===== src/sv/unique_key_stack_unit_defines.svh =====
// Assertion macros for the unique key stack unit.
`ifndef UNIQUE_KEY_STACK_UNIT_DEFINES_SVH
`define UNIQUE_KEY_STACK_UNIT_DEFINES_SVH

// Same-cycle implication, checked at every rising clk outside reset.
`define UKSTK_ASSERT_NOW(lbl, ante, cons, msg) \
  lbl: assert property (@(posedge clk) disable iff (rst) (ante) |-> (cons)) \
    else $error(msg);

// Next-cycle implication.
`define UKSTK_ASSERT_NEXT(lbl, ante, cons, msg) \
  lbl: assert property (@(posedge clk) disable iff (rst) (ante) |=> (cons)) \
    else $error(msg);

`endif


===== src/sv/ukstk_pkg.sv =====
// Shared types and constants for the unique key stack unit.
package ukstk_pkg;

  localparam int DEPTH_DEF = 64;
  localparam int KEY_W     = 32;
  localparam int KIND_W    = 2;
  localparam int DEPTH_W   = 7;

  localparam logic [KIND_W-1:0] KIND_PUSH   = 2'd0;
  localparam logic [KIND_W-1:0] KIND_POP    = 2'd1;
  localparam logic [KIND_W-1:0] KIND_SEARCH = 2'd2;

  typedef enum logic [1:0] {
    ST_OK    = 2'd0,
    ST_FULL  = 2'd1,
    ST_DUP   = 2'd2,
    ST_EMPTY = 2'd3
  } status_t;

  typedef enum logic [1:0] {
    S_IDLE,
    S_SCAN,
    S_POP,
    S_FINISH
  } state_t;

endpackage


===== src/sv/ukstk_ram.sv =====
// Generic single-write, single-read RAM with registered read data.
module ukstk_ram #(
  parameter int WIDTH = 32,
  parameter int DEPTH = 64
) (
  input  logic                     clk,
  input  logic                     wr_en,
  input  logic [$clog2(DEPTH)-1:0] wr_addr,
  input  logic [WIDTH-1:0]         wr_data,
  input  logic                     rd_en,
  input  logic [$clog2(DEPTH)-1:0] rd_addr,
  output logic [WIDTH-1:0]         rd_data
);

  logic [WIDTH-1:0] mem [DEPTH];

  always_ff @(posedge clk) begin
    if (wr_en) begin
      mem[wr_addr] <= wr_data;
    end
    if (rd_en) begin
      rd_data <= mem[rd_addr];
    end
  end

endmodule


===== src/sv/unique_key_stack_unit.sv =====
// Unique key stack: LIFO of signed keys with duplicate rejection on push.
// Push and search scan the stack with one RAM read per held entry (stopping
// early on a match); pop reads the top entry; full push, empty pop and unused
// kinds go straight to the result. One item at a time; in_stall is high meanwhile.
// Throughput is set by the single RAM read port walked by the scan counter.
// Reset (rst, synchronous) empties the stack; RAM contents are not cleared.
`include "unique_key_stack_unit_defines.svh"

module unique_key_stack_unit #(
  parameter int DEPTH = ukstk_pkg::DEPTH_DEF
) (
  input  logic                                clk,
  input  logic                                rst,
  input  logic                                in_valid,
  output logic                                in_stall,
  input  logic [ukstk_pkg::KIND_W-1:0]        kind,
  input  logic signed [ukstk_pkg::KEY_W-1:0]  key,
  output logic                                out_valid,
  input  logic                                out_stall,
  output logic [1:0]                          status,
  output logic signed [ukstk_pkg::KEY_W-1:0]  popped_key,
  output logic                                found,
  output logic [ukstk_pkg::DEPTH_W-1:0]       depth
);

  localparam int AW = $clog2(DEPTH);
  localparam int CW = $clog2(DEPTH + 1);

  ukstk_pkg::state_t state, state_next;

  logic [ukstk_pkg::KIND_W-1:0] op_r;
  logic [ukstk_pkg::KEY_W-1:0]  key_r;
  logic                         hit;
  logic [CW-1:0]                cnt;
  logic                         rd_vld;
  logic [CW-1:0]                fill, fill_next;

  logic                         accept;
  logic                         match;
  logic                         issue;
  logic                         out_load;
  logic                         rd_en;
  logic [AW-1:0]                rd_addr;
  logic [ukstk_pkg::KEY_W-1:0]  rd_data;
  logic                         wr_en;

  ukstk_pkg::status_t           res_status;
  logic [ukstk_pkg::KEY_W-1:0]  res_popped;
  logic                         res_found;

  logic                         is_full;
  logic                         is_empty;

  assign in_stall = (state != ukstk_pkg::S_IDLE);
  assign accept   = in_valid && !in_stall;
  assign is_full  = (fill == CW'(DEPTH));
  assign is_empty = (fill == '0);
  assign match    = rd_vld && (rd_data == key_r);

  ukstk_ram #(
    .WIDTH (ukstk_pkg::KEY_W),
    .DEPTH (DEPTH)
  ) u_store (
    .clk     (clk),
    .wr_en   (wr_en),
    .wr_addr (fill[AW-1:0]),
    .wr_data (key_r),
    .rd_en   (rd_en),
    .rd_addr (rd_addr),
    .rd_data (rd_data)
  );

  // Datapath control and result formation
  always_comb begin
    rd_en      = 1'b0;
    rd_addr    = '0;
    wr_en      = 1'b0;
    issue      = 1'b0;
    out_load   = 1'b0;
    res_status = ukstk_pkg::ST_OK;
    res_popped = '0;
    res_found  = 1'b0;
    fill_next  = fill;
    unique case (state)
      ukstk_pkg::S_IDLE: begin
      end
      ukstk_pkg::S_SCAN: begin
        // one read per cycle; compare happens in the cycle after its read
        issue   = !match && (cnt != fill);
        rd_en   = issue;
        rd_addr = cnt[AW-1:0];
      end
      ukstk_pkg::S_POP: begin
        rd_en   = 1'b1;
        rd_addr = AW'(fill - CW'(1));
      end
      ukstk_pkg::S_FINISH: begin
        out_load = !out_valid || !out_stall;
        unique case (op_r)
          ukstk_pkg::KIND_PUSH: begin
            if (is_full) begin
              res_status = ukstk_pkg::ST_FULL;
            end else if (hit) begin
              res_status = ukstk_pkg::ST_DUP;
              res_found  = 1'b1;
            end else begin
              wr_en     = out_load;
              fill_next = fill + CW'(1);
            end
          end
          ukstk_pkg::KIND_POP: begin
            if (is_empty) begin
              res_status = ukstk_pkg::ST_EMPTY;
            end else begin
              res_popped = rd_data;
              fill_next  = fill - CW'(1);
            end
          end
          ukstk_pkg::KIND_SEARCH: begin
            res_found = hit;
          end
          default: begin
          end
        endcase
      end
      default: begin
      end
    endcase
  end

  // Next state
  always_comb begin
    state_next = state;
    unique case (state)
      ukstk_pkg::S_IDLE: begin
        if (accept) begin
          unique case (kind)
            ukstk_pkg::KIND_PUSH: begin
              state_next = is_full ? ukstk_pkg::S_FINISH : ukstk_pkg::S_SCAN;
            end
            ukstk_pkg::KIND_POP: begin
              state_next = is_empty ? ukstk_pkg::S_FINISH : ukstk_pkg::S_POP;
            end
            ukstk_pkg::KIND_SEARCH: begin
              state_next = ukstk_pkg::S_SCAN;
            end
            default: begin
              state_next = ukstk_pkg::S_FINISH;
            end
          endcase
        end
      end
      ukstk_pkg::S_SCAN: begin
        if (!issue) begin
          state_next = ukstk_pkg::S_FINISH;
        end
      end
      ukstk_pkg::S_POP: begin
        state_next = ukstk_pkg::S_FINISH;
      end
      ukstk_pkg::S_FINISH: begin
        if (out_load) begin
          state_next = ukstk_pkg::S_IDLE;
        end
      end
      default: begin
        state_next = ukstk_pkg::S_IDLE;
      end
    endcase
  end

  // Control registers
  always_ff @(posedge clk) begin
    if (rst) begin
      state     <= ukstk_pkg::S_IDLE;
      fill      <= '0;
      out_valid <= 1'b0;
      rd_vld    <= 1'b0;
      hit       <= 1'b0;
      cnt       <= '0;
    end else begin
      state  <= state_next;
      rd_vld <= issue;
      if (accept) begin
        hit <= 1'b0;
        cnt <= '0;
      end else if (state == ukstk_pkg::S_SCAN) begin
        if (match) begin
          hit <= 1'b1;
        end
        if (issue) begin
          cnt <= cnt + CW'(1);
        end
      end
      if (out_load) begin
        fill      <= fill_next;
        out_valid <= 1'b1;
      end else if (!out_stall) begin
        out_valid <= 1'b0;
      end
    end
  end

  // Payload registers
  always_ff @(posedge clk) begin
    if (accept) begin
      op_r  <= kind;
      key_r <= key;
    end
    if (out_load) begin
      status     <= res_status;
      popped_key <= $signed(res_popped);
      found      <= res_found;
      depth      <= ukstk_pkg::DEPTH_W'(fill_next);
    end
  end

  `UKSTK_ASSERT_NOW(a_fill_bound, 1'b1, fill <= CW'(DEPTH), "fill count above DEPTH")
  `UKSTK_ASSERT_NOW(a_scan_bound, state == ukstk_pkg::S_SCAN, cnt <= fill, "scan past top")
  `UKSTK_ASSERT_NOW(a_out_src, $rose(out_valid), $past(state) == ukstk_pkg::S_FINISH, "result without finish")
  `UKSTK_ASSERT_NEXT(a_push_grow, out_load && op_r == ukstk_pkg::KIND_PUSH && res_status == ukstk_pkg::ST_OK, fill == $past(fill) + CW'(1), "push did not grow stack")

endmodule


===== config.mk =====
export PLATFORM = sky130hd
export DESIGN_NAME = unique_key_stack_unit
export DESIGN_NICKNAME = d
export VERILOG_FILES = /design/src/sv/ukstk_pkg.sv /design/src/sv/ukstk_ram.sv /design/src/sv/unique_key_stack_unit.sv
export VERILOG_INCLUDE_DIRS = /design/src /design/src/sv
export SDC_FILE = /design/constraint.sdc
export NUM_CORES = 2
export LEC_CHECK = 0
export CAP_MARGIN = 10
export CORE_MARGIN = 5
export CORE_UTILIZATION = 30
export CTS_CLUSTER_SIZE = 16
export DETAILED_ROUTE_END_ITERATION = 10
export DONT_BUFFER_PORTS = 1
export REMOVE_ABC_BUFFERS = 1
export SLEW_MARGIN = 20
export SYNTH_ARGS = -nofsm -noshare
export SYNTH_HDL_FRONTEND = slang
export SYNTH_SLANG_ARGS = --single-unit

===== constraint.sdc =====
create_clock -name clk -period 4.7 [get_ports clk]
set_input_delay 0.94 -clock clk [delete_from_list [all_inputs] [get_ports clk]]
set_output_delay 0.94 -clock clk [all_outputs]
set_load 0.05 [all_outputs]

==> metrics.md <==
| Metric | Value |
|---|---|
| Die area | 297,500 um^2 |
| I/O Buffers | 0 |
| Synth area leaders | edfxtp_1 (75%), mux2i_1 (3.0%), nor2_1 (2.6%), a32oi_1 (2.6%), nand2_1 (2.4%) |
| DR DRC count | 0 |
| Final Hold Fails | 0 |
| Critical path capture point type | flop |
| Highest Signal Layer | met5 |
| WHS | ~160 ps |
| CTS tree | yes |
| Die Y | ~550 um |
| CP bufs+invs | 2 |
| Detailed Route WL | roughly 270,000 um |
| H-Tree Depth | 4 |
| Leakage | between 30 and 40 nW |
| Crit Path Max Fanout | 13 |
| Crit start category | flop |
| CP delay by family, top | simple AND/OR/NAND/NOR gates |
| Initial antenna violation count | 32 |
| Critical Path AT | 4720 ps |
| Hold Crit Class | input pin to flop |
| Final setup vio count | 0 |
| Antenna viol nets, final | 0 |
| Critical path type | flop to flop |
| Commonest non-fill, non-tap cell in the layout | edfxtp_1 |
| RSZ-0062 raised after global routing | false |
| Area Growth Syn to Fin | 15.77% |
| Nets | 6,071 |
| Post-CTS Resized | 0 |
| Area leader, netlist | edfxtp_1 |
| Slew @ Worst Pin | 1108 ps |
| FFs w/ async S/R, synth | 0% |
| Row count | approximately 200 |
| Post-synth EDFFs | ~2.2k |
| Worst vdd ir | between 500 and 600 uV |
| Aggregate global-route resource usage | between 10% and 20% |
| Pin count of the biggest net entering global routing | just under 100 |
| Pwr/cell area | 546.2 nW/um^2 |
| Status | finished, final reports clean |
| Clock skew | about 50 ps |
| First-pass GRT wire length | around 380,000 um |
| Most frequent cells in the layout | edfxtp_1 (2,156), nand2_1 (553), nor2_1 (530), o21ai_0 (330), nor3_1 (324) |
| Max Clock Freq | roughly 0.24 GHz |
| Fin util | between 30% and 40% |
| TritonRoute pass-1 iters | 6 |
| CTS clk-pin slew, worst paths | approximately 60 ps |
| Period utilization | between 80% and 90% |
| Worst-case clock buffer depth | 3 |
| Worst EP required | about 5200 ps |
| CTS Sinks | between 2k and 2.5k |
| DPL Wire Length | approximately 160,000 um |
| Clk Latency, worst-skew pair | about 870 ps |
| Synthesized area | ~86,000 um^2 |
| Met2 Routed Length | approximately 120,000 um |
| Sequential fraction of the synthesis area | 75.70% |
| Crit path cell chain | inv_1, ha_1, nand4bb_1, o21ai_1, nor2_1, nor4b_2, nand2b_1, nor2_4, buf_4 |
| YS warnings | 0 |
| Clock root buffer | clkbuf_16 |
| Initial Utilization | 30.16% |
| CP max-delay cell | dfxtp_1 |
| Cts hold-fix bufs | 0 |
| Pre-CTS setup slack | between 600 and 700 ps |
| Final Wtd Congestion | ~0.86 |
| I/O Pins | a little over 80 |
| Register bit count reported by yosys | 2,175 |
| Final worst setup slack | around 500 ps |
| Cts bufs inserted | roughly 210 |
| Routed len/inst | 26.74 um |
| DR iter-0 viols | slightly above 7k |
| Main synth FF type | edfxtp_1 |
| Core Footprint | about 290,000 um^2 |
| Slew Limit Headroom | between 20% and 30% |
| Layout cell share with drive strength beyond 1 | approximately 11% |
| Netlist cell types | 67 |
| Post-Synthesis Cells | approximately 6.0k |
| Vias in the first global route | between 50k and 60k |
| Post-route setup TNS | 0 ps |
| Die X-Extent | about 550 um |
| MaxCap Viol Count | 0 |
| Crit-path max cell delay | between 600 and 700 ps |
| Wire length on met1 | approximately 100,000 um |
| Post-CTS Setup Repair Bufs | 0 |
| WL met3 | 25,660 um |
| Detail-routed via count per cell | 5.396 |
| Slew Limit Fails | 0 |
| Total grt overflow | 0 |
| Area share of the largest cell type after synthesis | between 70% and 80% |
| Min Tclk post-route | 4201 ps |
| Routed vias | ~54k |
| FILL cells | approximately 27k |
| Syn Area/Cell | around 14 um^2 |
flip-flops by register name (all words and copies together), names as in the netlist:
name and count:
found 1, key_r 32, u_store.mem 2048, rd_vld 1, u_store.rd_data 32, state 2, op_r 2, hit 1
depth 7, popped_key 32, out_valid 1, status 2, fill 7, cnt 7
area by class of cell:
class                      instances  area [um^2]  share of cell area (%)
sequential                      2175        65120                   65.39
multi-input combinational       3142        18850                   18.93
clock buffer                     258         5499                   5.522
tap                             3762         4707                   4.727
timing repair buffer             297         3218                   3.231
clock inverter                   137         1406                   1.412
inverter                         198        750.7                  0.7538
antenna                           14        35.03                 0.03518
kinds of logic (layout without fill, tap and decap cells):
logic type	after synthesis	after routing	share of synthesized area, %
AOI/OAI and AO/OA	1023	1023	8.343
xor gates and xnor gates	48	48	0.4887
adders and majority gates	8	8	0.1164
buffers and inverters	639	890	3.120
DFF	2175	2175	75.70
muxes	254	254	2.956
other	0	14	0
and+or+nand+nor	1809	1809	9.272
path summary, 6_finish.rpt:
check | startpoint | end | slack, ps | cells past startpoint
worst max-delay path | fill[0] | u_store.mem[1][14] | 500 | 9
worst min-delay path | rst | fill[0] | 160 | 1
worst min register to register | state[0] | state[0] | 530 | 2
worst max register to register | fill[0] | u_store.mem[1][14] | 500 | 9
per-layer routing:
layer / global-route usage, % / up-vias
met4: 7.832 / 8
met2: 27.45 / 2845
li1: - / 23051
met1: 22.49 / 27465
met3: 3.670 / 496
met5: 0 / -
metrics by stage:
| step | total power (W) | std cells | cell area [um^2] |
|---|---|---|---|
| detailed placement | 0.03766 | 9574 | 92640 |
| floorplan | 0.03084 | 5515 | 84080 |
| finish | 0.05439 | 9983 | 99590 |
| global route | 0.05611 | 9976 | 99570 |
| CTS | 0.05445 | 9969 | 99550 |
| global placement | 0.03753 | 9574 | 92630 |
cell usage after synthesis, drive strengths merged, types with 3 or more instances:
cell type	number
a211oi	3
a21o	5
a21oi	18
a31oi	197
a32oi	252
and2	5
and3	34
and4	34
buf	185
clkbuf	256
dfxtp	19
edfxtp	2156
ha	8
inv	198
mux2i	254
nand2	556
nand2b	4
nand3	146
nand4	67
nor2	598
nor2b	9
nor3	326
nor4	9
o2111ai	188
o21ai	333
or2	5
or3	9
xnor2	13
xor2	35
power by group:
| group | internal (W) | switching (W) |
|---|---|---|
| clock | 0.00961 | 0.00735 |
| sequential | 0.0224 | 0.000460 |
| combinational | 0.00391 | 0.0107 |
| total | 0.0359 | 0.0185 |
(Power assumes the default switching activity.)
